### src/sv/splstep_pkg.sv
// Shared types, constants and saturation helpers for the servo position loop step unit.
package splstep_pkg;

    localparam int ANGLE_W   = 17;
    localparam int POS_W     = 40;
    localparam int TURN_W    = 24;
    localparam int INTEG_W   = 48;
    localparam int ACC_W     = 68;
    localparam int COEF_W    = 17;
    localparam int MOP_W     = 25;
    localparam int PROD_W    = COEF_W + MOP_W;
    localparam int EFF_W     = 12;
    localparam int DRIVE_W   = 19;
    localparam int PC_W      = 16;
    localparam int CNT_W     = 4;
    localparam int CFG_IDX_W = 3;
    localparam int CFG_DAT_W = 48;

    localparam logic [CNT_W-1:0] FILT_STEPS = 4'd10;
    localparam logic [CNT_W-1:0] PID_STEPS  = 4'd6;

    localparam logic signed [18:0] HALF_TURN  = 19'sd46080;
    localparam logic [8:0]         GAIN13_NUM = 9'd333;
    localparam logic [POS_W-1:0]   AT_THRESH  = 40'd13;

    localparam logic [CFG_IDX_W-1:0] REG_PID_GAINS   = 3'd0;
    localparam logic [CFG_IDX_W-1:0] REG_FILT_NUM    = 3'd1;
    localparam logic [CFG_IDX_W-1:0] REG_FILT_DEN    = 3'd2;
    localparam logic [CFG_IDX_W-1:0] REG_EFF_LIMIT   = 3'd3;
    localparam logic [CFG_IDX_W-1:0] REG_PEAK_LIMIT  = 3'd4;
    localparam logic [CFG_IDX_W-1:0] REG_PEAK_STEP   = 3'd5;
    localparam logic [CFG_IDX_W-1:0] REG_PEAK_BUDGET = 3'd6;
    localparam logic [CFG_IDX_W-1:0] REG_PHASE_ADV   = 3'd7;

    typedef enum logic [2:0] {
        ST_IDLE,
        ST_UNWRAP,
        ST_ERROR,
        ST_FMUL,
        ST_FDONE,
        ST_PMUL,
        ST_FINISH
    } splstep_state_t;

    typedef struct packed {
        logic             accept;
        logic             unwrap;
        logic             error;
        logic             acc_clr;
        logic             mul_issue;
        logic             mul_pid;
        logic [CNT_W-1:0] cnt;
        logic             filt_done;
        logic             finish;
    } splstep_cmd_t;

    typedef struct packed {
        logic en;
        logic out_free;
    } splstep_status_t;

    function automatic logic signed [POS_W-1:0] sat40(input logic signed [ACC_W-1:0] v);
        logic signed [ACC_W-1:0] hi;
        logic signed [ACC_W-1:0] lo;
        hi = ACC_W'(signed'({1'b0, {(POS_W-1){1'b1}}}));
        lo = -hi - 1;
        if (v > hi) begin
            return hi[POS_W-1:0];
        end else if (v < lo) begin
            return lo[POS_W-1:0];
        end
        return v[POS_W-1:0];
    endfunction

    function automatic logic signed [INTEG_W-1:0] sat48(input logic signed [ACC_W-1:0] v);
        logic signed [ACC_W-1:0] hi;
        logic signed [ACC_W-1:0] lo;
        hi = ACC_W'(signed'({1'b0, {(INTEG_W-1){1'b1}}}));
        lo = -hi - 1;
        if (v > hi) begin
            return hi[INTEG_W-1:0];
        end else if (v < lo) begin
            return lo[INTEG_W-1:0];
        end
        return v[INTEG_W-1:0];
    endfunction

    function automatic logic signed [63:0] sat64(input logic signed [ACC_W-1:0] v);
        logic signed [ACC_W-1:0] hi;
        logic signed [ACC_W-1:0] lo;
        hi = ACC_W'(signed'({1'b0, {63{1'b1}}}));
        lo = -hi - 1;
        if (v > hi) begin
            return hi[63:0];
        end else if (v < lo) begin
            return lo[63:0];
        end
        return v[63:0];
    endfunction

endpackage

### src/sv/splstep_ctrl.sv
// Sequencing state machine for one control tick of the position loop.
module splstep_ctrl
    import splstep_pkg::*;
(
    input  logic            aclk,
    input  logic            aresetn,
    input  logic            in_valid,
    output logic            in_ready,
    input  splstep_status_t status,
    output splstep_cmd_t    cmd
);

    splstep_state_t   state_reg, state_next;
    logic [CNT_W-1:0] cnt_reg, cnt_next;

    always_ff @(posedge aclk) begin
        if (!aresetn) begin
            state_reg <= ST_IDLE;
            cnt_reg   <= '0;
        end else begin
            state_reg <= state_next;
            cnt_reg   <= cnt_next;
        end
    end

    always_comb begin
        state_next = state_reg;
        cnt_next   = cnt_reg;
        cmd        = '0;
        cmd.cnt    = cnt_reg;
        in_ready   = 1'b0;
        unique case (state_reg)
            ST_IDLE: begin
                in_ready   = 1'b1;
                cmd.accept = in_valid;
                if (in_valid) begin
                    state_next = ST_UNWRAP;
                end
            end
            ST_UNWRAP: begin
                cmd.unwrap = 1'b1;
                state_next = ST_ERROR;
            end
            ST_ERROR: begin
                cmd.error   = 1'b1;
                cmd.acc_clr = 1'b1;
                cnt_next    = '0;
                state_next  = status.en ? ST_FMUL : ST_FINISH;
            end
            ST_FMUL: begin
                if (cnt_reg == FILT_STEPS) begin
                    state_next = ST_FDONE;
                end else begin
                    cmd.mul_issue = 1'b1;
                    cnt_next      = cnt_reg + 1'b1;
                end
            end
            ST_FDONE: begin
                cmd.filt_done = 1'b1;
                cmd.acc_clr   = 1'b1;
                cnt_next      = '0;
                state_next    = ST_PMUL;
            end
            ST_PMUL: begin
                cmd.mul_pid = 1'b1;
                if (cnt_reg == PID_STEPS) begin
                    state_next = ST_FINISH;
                end else begin
                    cmd.mul_issue = 1'b1;
                    cnt_next      = cnt_reg + 1'b1;
                end
            end
            ST_FINISH: begin
                if (status.out_free) begin
                    cmd.finish = 1'b1;
                    state_next = ST_IDLE;
                end
            end
            default: begin
                state_next = ST_IDLE;
            end
        endcase
    end

endmodule

### src/sv/splstep_dp.sv
// Datapath: configuration registers, loop state, shared multiplier and output register.
module splstep_dp
    import splstep_pkg::*;
(
    input  logic                          aclk,
    input  logic                          aresetn,
    input  logic                          cfg_we,
    input  logic [CFG_IDX_W-1:0]          cfg_index,
    input  logic [CFG_DAT_W-1:0]          cfg_wdata,
    input  logic [ANGLE_W-1:0]            in_angle,
    input  logic                          in_enable,
    input  logic                          in_load,
    input  logic signed [POS_W-1:0]       in_target,
    input  splstep_cmd_t                  cmd,
    output splstep_status_t               status,
    input  logic                          out_ready,
    output logic                          out_valid,
    output logic signed [DRIVE_W-1:0]     out_drive,
    output logic [EFF_W-1:0]              out_effort,
    output logic                          out_at_target,
    output logic signed [POS_W-1:0]       out_position
);

    logic [47:0]         gains_reg, fnum_reg;
    logic [31:0]         fden_reg;
    logic [EFF_W-1:0]    eff_lim_reg, peak_lim_reg;
    logic [14:0]         peak_step_reg, peak_budget_reg;
    logic [ANGLE_W-1:0]  phase_adv_reg;

    logic [ANGLE_W-1:0]        y_reg, last_angle_reg;
    logic                      en_reg;
    logic signed [TURN_W-1:0]  turn_reg;
    logic signed [POS_W-1:0]   held_reg, pos_reg, raw0_reg, e_reg;
    logic signed [POS_W-1:0]   reh0_reg, reh1_reg, feh0_reg, feh1_reg;
    logic signed [INTEG_W-1:0] integ_reg;
    logic signed [POS_W:0]     diff_reg;
    logic signed [ACC_W-1:0]   acc_reg;
    logic signed [PROD_W-1:0]  prod_reg;
    logic                      pend_reg, pend_hi_reg;
    logic signed [PC_W-1:0]    pc_reg;

    logic                        out_valid_reg;
    logic signed [DRIVE_W-1:0]   out_drive_reg;
    logic [EFF_W-1:0]            out_effort_reg;
    logic                        out_at_reg;
    logic signed [POS_W-1:0]     out_pos_reg;

    always_ff @(posedge aclk) begin
        if (!aresetn) begin
            gains_reg       <= '0;
            fnum_reg        <= 48'd16384;
            fden_reg        <= '0;
            eff_lim_reg     <= '0;
            peak_lim_reg    <= '0;
            peak_step_reg   <= 15'd1;
            peak_budget_reg <= '0;
            phase_adv_reg   <= '0;
        end else if (cfg_we) begin
            unique case (cfg_index)
                REG_PID_GAINS:   gains_reg       <= cfg_wdata;
                REG_FILT_NUM:    fnum_reg        <= cfg_wdata;
                REG_FILT_DEN:    fden_reg        <= cfg_wdata[31:0];
                REG_EFF_LIMIT:   eff_lim_reg     <= cfg_wdata[EFF_W-1:0];
                REG_PEAK_LIMIT:  peak_lim_reg    <= cfg_wdata[EFF_W-1:0];
                REG_PEAK_STEP:   peak_step_reg   <= cfg_wdata[14:0];
                REG_PEAK_BUDGET: peak_budget_reg <= cfg_wdata[14:0];
                REG_PHASE_ADV:   phase_adv_reg   <= cfg_wdata[ANGLE_W-1:0];
                default: ;
            endcase
        end
    end

    // unwrap
    logic signed [18:0]       delta;
    logic signed [TURN_W-1:0] turn_new;
    logic signed [41:0]       turn_ext, pos_sum;

    always_comb begin
        delta = signed'({2'b00, y_reg}) - signed'({2'b00, last_angle_reg});
        if (delta < -HALF_TURN) begin
            turn_new = turn_reg + 1'b1;
        end else if (delta > HALF_TURN) begin
            turn_new = turn_reg - 1'b1;
        end else begin
            turn_new = turn_reg;
        end
        turn_ext = 42'(turn_new);
        pos_sum  = (turn_ext <<< 16) + (turn_ext <<< 14) + (turn_ext <<< 13)
                 + (turn_ext <<< 11) + signed'({25'd0, y_reg});
    end

    // shared multiplier operand select
    logic [2:0]                pair;
    logic signed [COEF_W-1:0]  coef;
    logic signed [47:0]        mx;
    logic signed [MOP_W-1:0]   mb;

    always_comb begin
        pair = cmd.cnt[3:1];
        coef = '0;
        mx   = '0;
        if (cmd.mul_pid) begin
            case (pair)
                3'd0: begin
                    coef = signed'({1'b0, gains_reg[15:0]});
                    mx   = 48'(e_reg);
                end
                3'd1: begin
                    coef = signed'({1'b0, gains_reg[31:16]});
                    mx   = integ_reg;
                end
                default: begin
                    coef = signed'({1'b0, gains_reg[47:32]});
                    mx   = 48'(diff_reg);
                end
            endcase
        end else begin
            case (pair)
                3'd0: begin
                    coef = COEF_W'(signed'(fnum_reg[15:0]));
                    mx   = 48'(raw0_reg);
                end
                3'd1: begin
                    coef = COEF_W'(signed'(fnum_reg[31:16]));
                    mx   = 48'(reh0_reg);
                end
                3'd2: begin
                    coef = COEF_W'(signed'(fnum_reg[47:32]));
                    mx   = 48'(reh1_reg);
                end
                3'd3: begin
                    coef = -COEF_W'(signed'(fden_reg[15:0]));
                    mx   = 48'(feh0_reg);
                end
                default: begin
                    coef = -COEF_W'(signed'(fden_reg[31:16]));
                    mx   = 48'(feh1_reg);
                end
            endcase
        end
        if (cmd.cnt[0]) begin
            mb = MOP_W'(signed'(mx[47:24]));
        end else begin
            mb = signed'({1'b0, mx[23:0]});
        end
    end

    // filter result and integrator
    logic signed [POS_W-1:0]   e_new;
    logic signed [INTEG_W-1:0] integ_new;
    logic signed [ACC_W-1:0]   prod_ext;

    always_comb begin
        e_new     = sat40(acc_reg >>> 14);
        integ_new = sat48(ACC_W'(integ_reg) + ACC_W'(e_new));
        prod_ext  = ACC_W'(prod_reg);
        if (pend_hi_reg) begin
            prod_ext = prod_ext <<< 24;
        end
    end

    // effort, clamp, peak budget
    logic signed [63:0]      s64;
    logic signed [64:0]      s_adj;
    logic signed [47:0]      u;
    logic [47:0]             mag;
    logic [EFF_W-1:0]        lim, mag_c;
    logic                    use_peak, positive;
    logic [20:0]             thresh;
    logic signed [16:0]      pc_sum;
    logic signed [PC_W-1:0]  pc_new;
    logic signed [DRIVE_W-1:0] drive;
    logic [POS_W-1:0]        e_abs;

    always_comb begin
        s64   = sat64(acc_reg);
        s_adj = 65'(s64);
        if (s64 < 0) begin
            s_adj = s_adj + 65'sd65535;
        end
        u = en_reg ? s_adj[63:16] : '0;
        mag = u[47] ? 48'(-u) : 48'(u);
        thresh = 21'(GAIN13_NUM) * 21'(eff_lim_reg);
        pc_sum = 17'(pc_reg) + signed'({2'b00, peak_step_reg});
        use_peak = !({mag, 8'h00} < 56'(thresh))
                 && (pc_sum <= signed'({2'b00, peak_budget_reg}));
        if (use_peak) begin
            lim    = peak_lim_reg;
            pc_new = pc_sum[PC_W-1:0];
        end else begin
            lim    = eff_lim_reg;
            pc_new = (pc_reg != signed'({1'b1, {(PC_W-1){1'b0}}})) ? pc_reg - 1'b1 : pc_reg;
        end
        mag_c    = (mag > 48'(lim)) ? lim : mag[EFF_W-1:0];
        positive = !u[47] && (mag_c != '0);
        if (positive) begin
            drive = -signed'({2'b00, y_reg}) - signed'({2'b00, phase_adv_reg});
        end else begin
            drive = -signed'({2'b00, y_reg}) + signed'({2'b00, phase_adv_reg});
        end
        e_abs = e_reg[POS_W-1] ? POS_W'(-e_reg) : POS_W'(e_reg);
    end

    always_ff @(posedge aclk) begin
        if (!aresetn) begin
            last_angle_reg <= '0;
            turn_reg       <= '0;
            held_reg       <= '0;
            reh0_reg       <= '0;
            reh1_reg       <= '0;
            feh0_reg       <= '0;
            feh1_reg       <= '0;
            integ_reg      <= '0;
            pc_reg         <= '0;
            pend_reg       <= 1'b0;
            out_valid_reg  <= 1'b0;
        end else begin
            pend_reg <= cmd.mul_issue;
            if (cmd.accept) begin
                if (in_load) begin
                    held_reg <= in_target;
                end
            end
            if (cmd.unwrap) begin
                turn_reg <= turn_new;
                pos_reg  <= pos_sum[POS_W-1:0];
            end
            if (cmd.error) begin
                if (en_reg) begin
                    raw0_reg <= sat40(ACC_W'(held_reg) - ACC_W'(pos_reg));
                end else begin
                    raw0_reg  <= reh0_reg;
                    e_reg     <= feh0_reg;
                    integ_reg <= '0;
                    held_reg  <= pos_reg;
                end
            end
            if (cmd.filt_done) begin
                e_reg     <= e_new;
                integ_reg <= integ_new;
                diff_reg  <= (POS_W+1)'(e_new) - (POS_W+1)'(feh0_reg);
            end
            if (cmd.finish) begin
                last_angle_reg <= y_reg;
                reh1_reg       <= reh0_reg;
                reh0_reg       <= raw0_reg;
                feh1_reg       <= feh0_reg;
                feh0_reg       <= e_reg;
                pc_reg         <= pc_new;
                out_valid_reg  <= 1'b1;
            end else if (out_ready) begin
                out_valid_reg <= 1'b0;
            end
        end
    end

    always_ff @(posedge aclk) begin
        if (cmd.accept) begin
            y_reg     <= in_angle;
            en_reg    <= in_enable;
        end
        if (cmd.mul_issue) begin
            prod_reg    <= coef * mb;
            pend_hi_reg <= cmd.cnt[0];
        end
        if (cmd.acc_clr) begin
            acc_reg <= '0;
        end else if (pend_reg) begin
            acc_reg <= acc_reg + prod_ext;
        end
        if (cmd.finish) begin
            out_drive_reg  <= drive;
            out_effort_reg <= mag_c;
            out_at_reg     <= (e_abs < AT_THRESH);
            out_pos_reg    <= pos_reg;
        end
    end

    assign status.en       = en_reg;
    assign status.out_free = !out_valid_reg || out_ready;
    assign out_valid       = out_valid_reg;
    assign out_drive       = out_drive_reg;
    assign out_effort      = out_effort_reg;
    assign out_at_target   = out_at_reg;
    assign out_position    = out_pos_reg;

endmodule

### src/sv/servo_position_loop_step_unit.sv
// Top level of the servo position loop step unit: stream ports, controller and datapath.
//
//  channel   | dir | payload
//  s_axis    | in  | tdata: shaft_angle, target_value; tuser: enable, load_target
//  m_axis    | out | tdata: drive_angle, drive_effort, position; tuser: at_target
//  cfg       | in  | register index, write data
//
// An enabled tick passes 10 filter and 6 PID partial products one at a time through
// the shared 17x25 multiplier before it loads the result register.
// A disabled tick skips the multiplier and goes on to load the result register.
// Reset is synchronous, active low; sets config defaults, clears part of loop state.
// A result held by a stalled m_tready blocks only the final step of the next tick.
module servo_position_loop_step_unit
    import splstep_pkg::*;
(
    input  logic                 aclk,
    input  logic                 aresetn,
    input  logic                 s_tvalid,
    output logic                 s_tready,
    input  logic [63:0]          s_tdata,   // shaft_angle[16:0], target_value[56:17], zero pad
    input  logic [1:0]           s_tuser,   // enable[0], load_target[1]
    output logic                 m_tvalid,
    input  logic                 m_tready,
    output logic [71:0]          m_tdata,   // drive_angle[18:0], drive_effort[30:19],
                                            // position[70:31], zero pad
    output logic                 m_tuser,   // at_target
    input  logic                 cfg_we,
    input  logic [CFG_IDX_W-1:0] cfg_index,
    input  logic [CFG_DAT_W-1:0] cfg_wdata
);

    splstep_cmd_t              ctrl_cmd;
    splstep_status_t           dp_status;
    logic signed [DRIVE_W-1:0] drive;
    logic [EFF_W-1:0]          effort;
    logic signed [POS_W-1:0]   position;

    splstep_ctrl u_ctrl (
        .aclk     (aclk),
        .aresetn  (aresetn),
        .in_valid (s_tvalid),
        .in_ready (s_tready),
        .status   (dp_status),
        .cmd      (ctrl_cmd)
    );

    splstep_dp u_dp (
        .aclk          (aclk),
        .aresetn       (aresetn),
        .cfg_we        (cfg_we),
        .cfg_index     (cfg_index),
        .cfg_wdata     (cfg_wdata),
        .in_angle      (s_tdata[16:0]),
        .in_enable     (s_tuser[0]),
        .in_load       (s_tuser[1]),
        .in_target     (signed'(s_tdata[56:17])),
        .cmd           (ctrl_cmd),
        .status        (dp_status),
        .out_ready     (m_tready),
        .out_valid     (m_tvalid),
        .out_drive     (drive),
        .out_effort    (effort),
        .out_at_target (m_tuser),
        .out_position  (position)
    );

    assign m_tdata = {1'b0, position, effort, drive};

`ifndef SYNTHESIS
    a_accept_drops_ready: assert property (@(posedge aclk) disable iff (!aresetn)
        s_tvalid && s_tready |=> !s_tready)
        else $error("ready held after transaction");

    a_finish_loads_output: assert property (@(posedge aclk) disable iff (!aresetn)
        ctrl_cmd.finish |=> m_tvalid)
        else $error("result not presented after finish");

    a_output_from_finish: assert property (@(posedge aclk) disable iff (!aresetn)
        $rose(m_tvalid) |-> $past(ctrl_cmd.finish))
        else $error("result presented without finish");
`endif

endmodule
### config.mk
export PLATFORM = sky130hd
export DESIGN_NAME = servo_position_loop_step_unit
export DESIGN_NICKNAME = d
export VERILOG_FILES = /design/src/sv/splstep_pkg.sv /design/src/sv/splstep_ctrl.sv /design/src/sv/splstep_dp.sv /design/src/sv/servo_position_loop_step_unit.sv
export SDC_FILE = /design/constraint.sdc
export NUM_CORES = 2
export LEC_CHECK = 0
export ABC_AREA = 1
export BUFFER_PORTS_ARGS = -buffer_cell sky130_fd_sc_hd__buf_2
export CAP_MARGIN = 30
export CELL_PAD_IN_SITES_DETAIL_PLACEMENT = 0
export CELL_PAD_IN_SITES_GLOBAL_PLACEMENT = 1
export CORE_UTILIZATION = 52
export CTS_BUF_LIST = sky130_fd_sc_hd__clkbuf_16
export DETAILED_ROUTE_END_ITERATION = 6
export GPL_ROUTABILITY_DRIVEN = 0
export PLACE_DENSITY = 0.88
export SKIP_CTS_REPAIR_TIMING = 1
export SLEW_MARGIN = 20
export SYNTH_ARGS = -nofsm -noshare
export SYNTH_HDL_FRONTEND = slang
export SYNTH_SLANG_ARGS = --single-unit
### constraint.sdc
create_clock -name aclk -period 30.4 [get_ports aclk]
set_input_delay 6.08 -clock aclk [delete_from_list [all_inputs] [get_ports aclk]]
set_output_delay 6.08 -clock aclk [all_outputs]
set_load 0.05 [all_outputs]
# == Word level (Yosys, flattened, before mapping) ==
# Index checks and enable logic that the tools add are counted.
# totals
elab_cells,206
inputBits,122
reg_bits,875
output_inout_bits,75
# op_classes
mul,2
addsub,22
n_lt_le_gt_ge,15
mux,76
eq_ne,26
reduce_logical,31
# op_table
operator,n
$mux W40,15
$mux W48,9
$mux W64,4
$pmux W48 S4,1
$pmux W48 S2,1
$sub A40 B40 Y41,2
$add A68 B66 Y68,1
$gt A68 B40 Y1 const B,1
$gt A68 B48 Y1 const B,1
$gt A68 B64 Y1 const B,1
$lt A68 B40 Y1 const B,1
$lt A68 B48 Y1 const B,1
$lt A68 B64 Y1 const B,1
$pmux W17 S4,1
$mux W65,1
$add A64 B17 Y64 const B,1
$lt A64 B1 Y1 const B,1
$lt A56 B21 Y1,1
$gt A54 B40 Y1 const B,1
$lt A54 B40 Y1 const B,1
$add A48 B40 Y49,1
$gt A48 B12 Y1,1
$mux W24,2
$neg A48 Y48,1
other kinds (52),121

# == Logic depth before layout (Yosys ltp) ==
# logic_depth
depth_word,18
mapped_depth,84
ltp_nobuf,80

# == Cells and area by module ==
# Synthesis repeated with hierarchy kept, for this count alone.
# hier_totals
hier_cells,9592
area_unflattened_um2,73138.9
# modules_own_cells
mod,cells_per_inst,n_inst,seq_area_each_um2,area_per_inst_um2
splstep_dp,9496,1,20319.5,72577.1
splstep_ctrl,94,1,140.1,550.5
servo_position_loop_step_unit,2,1,0.0,11.3

# == Worst setup path after synthesis ==
# Ideal clock, no wire load.
# synth_path
path_type,reg2reg
from,register u_dp.eff_lim_reg[5]
to,"register u_dp.out_drive_reg[17], in the netlist u_dp.out_drive[17] (data pin)"
arrival_time_ns,10.422
path_stages_with_launch,78
period_less_slack_ns,10.687
setup_slack_ns,19.713
setup_ns,0.265
n_path_buf,3
t_required_ns,30.135
cell_sequence,dfxtp_1 -> ha_1 -> ha_1 -> fa_1 -> inv_1 -> fa_1 -> inv_1 -> ha_1 -> nand3_1 -> nand2_1 -> a21oi_1 -> o21bai_1 -> a21oi_1 -> o21bai_1 -> a21oi_1 -> o21ai_0 -> a21oi_1 -> o21bai_1 -> [42 not listed] -> o21bai_1 -> a21oi_1 -> inv_1 -> a21oi_1 -> o21bai_1 -> a21o_1 -> nand2_1 -> nand2_1 -> a21oi_1 -> inv_1 -> nand2_1 -> inv_1 -> or2_2 -> a21oi_1 -> inv_1 -> a21oi_1 -> o21ai_0 -> xor2_1
# synth_via
elab_chain_cells,10
# synth_rtl
item,line,rtl
from (decl),splstep_dp.sv:26,"logic [EFF_W-1:0] eff_lim_reg, peak_lim_reg;"
from (signal assigned),splstep_dp.sv:63,REG_EFF_LIMIT: eff_lim_reg <= cfg_wdata[EFF_W-1:0];
$mul A9 B12 Y21,splstep_dp.sv:183,thresh = 21'(GAIN13_NUM) * 21'(eff_lim_reg);
$lt A56 B21 Y1,splstep_dp.sv:185,"use_peak = !({mag, 8'h00} < 56'(thresh))"
$logic_not A1 Y1,splstep_dp.sv:185,
$logic_and A1 B1 Y1,splstep_dp.sv:186,"&& (pc_sum <= signed'({2'b00, peak_budget_reg}));"
$mux W12 *,splstep_dp.sv:187,if (use_peak) begin
$gt A48 B12 Y1,splstep_dp.sv:194,mag_c = (mag > 48'(lim)) ? lim : mag[EFF_W-1:0];
$mux W12 *,splstep_dp.sv:194,
$reduce_bool A12 Y1 *,splstep_dp.sv:195,positive = !u[47] && (mag_c != '0);
$logic_and A1 B1 Y1 *,splstep_dp.sv:195,
$mux W19 *,splstep_dp.sv:196,if (positive) begin
via u_dp.drive[17],splstep_dp.sv:172,logic signed [DRIVE_W-1:0] drive;
to (signal assigned),splstep_dp.sv:272,out_drive_reg <= drive;
to (decl),splstep_dp.sv:43,logic signed [DRIVE_W-1:0] out_drive_reg;
# The timed path passes the listed nets; every way through them passes the cells marked *.
# A chain may end at the register's enable or synchronous reset.

# == Worst setup path in the final report ==
# layout_path
from,register u_dp.acc_reg[64]
to,"register u_dp.out_drive_reg[17], in the netlist u_dp.out_drive[17] (data pin)"
# layout_via
elab_chain_cells,18
elab_cells_between_ends,22
classes_between,add/sub: 2; order compare: 5; mux: 10; reduce/logical: 5
# layout_rtl
item,line,rtl
from (decl),splstep_dp.sv:37,logic signed [ACC_W-1:0] acc_reg;
from (signal assigned),splstep_dp.sv:269,acc_reg <= acc_reg + prod_ext;
$lt A68 B64 Y1,splstep_pkg.sv:95,end else if (v < lo) begin
$mux W1,splstep_pkg.sv:95,
$mux W1,splstep_pkg.sv:93,if (v > hi) begin
$mux W64 *,splstep_pkg.sv:98,return v[63:0];
$add A64 B17 Y64 or $lt A64 B1 Y1 (tied branches),"splstep_dp.sv:179, splstep_dp.sv:178",
$mux W64 *,splstep_dp.sv:178,if (s64 < 0) begin
$mux W48 *,splstep_dp.sv:181,u = en_reg ? s_adj[63:16] : '0;
$neg A48 Y48,splstep_dp.sv:182,mag = u[47] ? 48'(-u) : 48'(u);
[3 not listed],--,
$logic_and A1 B1 Y1,splstep_dp.sv:186,
$mux W12,splstep_dp.sv:187,
$gt A48 B12 Y1,splstep_dp.sv:194,
$mux W12,splstep_dp.sv:194,
$reduce_bool A12 Y1,splstep_dp.sv:195,
$logic_and A1 B1 Y1 *,splstep_dp.sv:195,
$mux W19 *,splstep_dp.sv:196,
via u_dp.drive[17],splstep_dp.sv:172,
# Marked as above.

==> out/summary.txt <==
Outcome: finished clean
Post-synth EDFFs: 294
Final period util: 45.04%
Setup Skew: 59.18 ps
Die width: 378.1 um
Final nets: 10,811
DR iter-0 viols: 5,597
Slew @ Worst Pin: 1162 ps
Count leader, synth: nand2_1
Max_cap viols: 0
Antenna diodes: 0
Startpoint types: flip-flop
Die area: 142,900 um^2
CTS Sinks: 875
CP max stage delay: 680 ps
Routed via count: 66,038
First-pass GRT wire length: 359,700 um
DR WL/cell: 19.84 um
Layout cells sized above 1: 6.251%
Core ar.: 139,900 um^2
Cell repeated most along the worst path: a21oi_1
Final TNS setup: 0 ps
Clock latency on the worst-skew pair: 740 ps
CTS tree: built
Cell taking the most area after synthesis: dfxtp_1
Most frequent cells after synthesis: nand2_1 (1,551), inv_1 (1,397), nor2_1 (1,215)
Crit path buf inv count: 9
Mapped Cells: 9,684
Crit Path Max Fanout: 76
Max Root-Sink Buffers: 3
Max VDD drop: 0.2523 mV
H-tree Lvls: 3
Post-Synthesis Cell Area: 73,550 um^2
Pwr Density: 118.2 nW/um^2
Post-Synthesis Net Count: 10,806
Hold_sp: u_dp.pos_reg[9]
Max Transition Viols Final: 0
Initial antenna violation count: 9
HPWL after DPL: 175,100 um
Synth top area cells: dfxtp_1 (16%), fa_1 (14%), edfxtp_1 (12%)
Tot GR Track Use: 32.17%
RSZ-0062 raised after global routing: no
Largest net degree at the start of global routing: 239
Register area share after synthesis: 27.82%
R2r startpoint: u_dp.acc_reg[64]
FP Rows: 137
Die height: 378.1 um
CP Data Required Time: 30,860 ps
Vias per cell: 5.668
Warnings from Yosys: 0
Area added between synthesis and finish: 8.316%
Yosys top cell area share: 15.81%
Placed Area: 76,220 um^2
Final min period: 13,690 ps
Async SR Flop Fraction: 0%
Final Hold Fails: 0
Max transition margin: 22.52%
Worst min path class: reg -> reg
DRC Markers: 0
GRT overflow: 0
Antenna viol nets, final: 0
Static Leak: 37.84 nW
Inserted Clock Buffers: 99
Post-route cell area: 79,660 um^2
Vias in the first global route: 63,608
CTS root buffer: clkbuf_16
IO buf count: 188
DR pass1 iterations: 6
Final setup fails: 0
Top-Level Pins: 197
Critical Path End Type: flip-flop
Crit path max-delay family: compound AO/OA/AOI/OAI gates
Crit path from: u_dp.acc_reg[64]
Crit path kind: reg -> reg
Synth cell types: 70
Clk slew on worst S/H paths: 60 ps
Critical path data arrival time: 14,150 ps
Final wirelength: 231,100 um
Max reg flops: 68
Initial Util: 52.58%
FMAX: 73.03 MHz
Slowest CP cell: o21ai_0
Average cell area after synthesis: 7.595 um^2
Top FF cell, synth: dfxtp_1
Synthesis-stage register bit count: 875
==> metal layers <==
metal / up-vias / track usage [%] / part of all wire (%)
met5: - / 0 / 0.027
met3: 413 / 4.446 / 7.6
li1: 31669 / - / -
met1: 31559 / 43.75 / 43
met4: 6 / 11.78 / 3.8
met2: 2391 / 52.04 / 46
==> final cells by class <==
class / instances / area, um^2
Sequential cell: 875 / 20460
Inverter: 1420 / 5339
Timing Repair Buffer: 298 / 1917
Tap cell: 1876 / 2347
Multi-Input combinational cell: 6995 / 46280
Clock inverter: 85 / 792.0
Fill cell: 13336 / 60210
Clock buffer: 101 / 2527
==> through the flow <==
step	hold slack, ps	setup slack (ps)	util (%)	power (mW)	instances
2_1_floorplan	424.5	19710	-	6.455	9684
5_1_grt	470.9	15510	56.95	10.30	11650
4_1_cts	448.5	16780	56.86	9.390	11644
3_5_place_dp	431.7	16820	54.49	8.101	11458
3_3_place_gp	434.5	16920	54.44	7.931	11454
6_report	452.0	16710	56.95	9.417	11650
==> power breakdown <==
part / internal (mW) / leakage [nW] / switching (mW)
Sequential: 1.65 / 7.43 / 0.144
Clock: 0.700 / 1.71 / 0.533
Combinational: 2.29 / 28.7 / 4.11
==> logic make-up after synthesis <==
| logic type | count (synthesis) | synth area share (%) |
|---|---|---|
| XOR/XNOR | 409 | 4.871 |
| multiplexers | 33 | 0.5053 |
| buffers and inverters | 1814 | 9.467 |
| AO/OA/AOI/OAI | 2188 | 16.56 |
| other | 1 | 0.005099 |
| flip-flops | 875 | 27.82 |
| AND/OR/NAND/NOR | 3364 | 18.70 |
| adder cells (fa/ha/maj) | 1000 | 22.08 |
==> path summary, 6_finish.rpt <==
kind                                        endpoint  cells after the start  slack, ps
worst max-delay path              u_dp.out_drive[17]                     73      16710
worst min-delay path            u_dp.out_position[9]                      0        450
worst max register to register    u_dp.out_drive[17]                     73      16710
worst min register to register  u_dp.out_position[9]                      0        450
==> cell usage in the layout, fill, tap and decap left out, drive strengths merged, types with 288 or more instances in the layout <==
cell	netlist	routed
ha	504	504
fa	496	496
dfxtp	581	581
a21oi	819	819
nor2	1237	1237
xor2	288	288
inv	1414	1443
nand2	1569	1569
buf	60	298
nand3	345	345
o21ai	926	926
edfxtp	294	294
==> worst register-to-register path: cells and delay by family (launching register included) <==
kind,cells,cell delay [ps]
flops,1,420
buf+inv,9,1770
xor+xnor,1,180
simple gates,28,4590
compound gates,32,5500
fa+ha+maj,3,980
(Power assumes the default switching activity.)
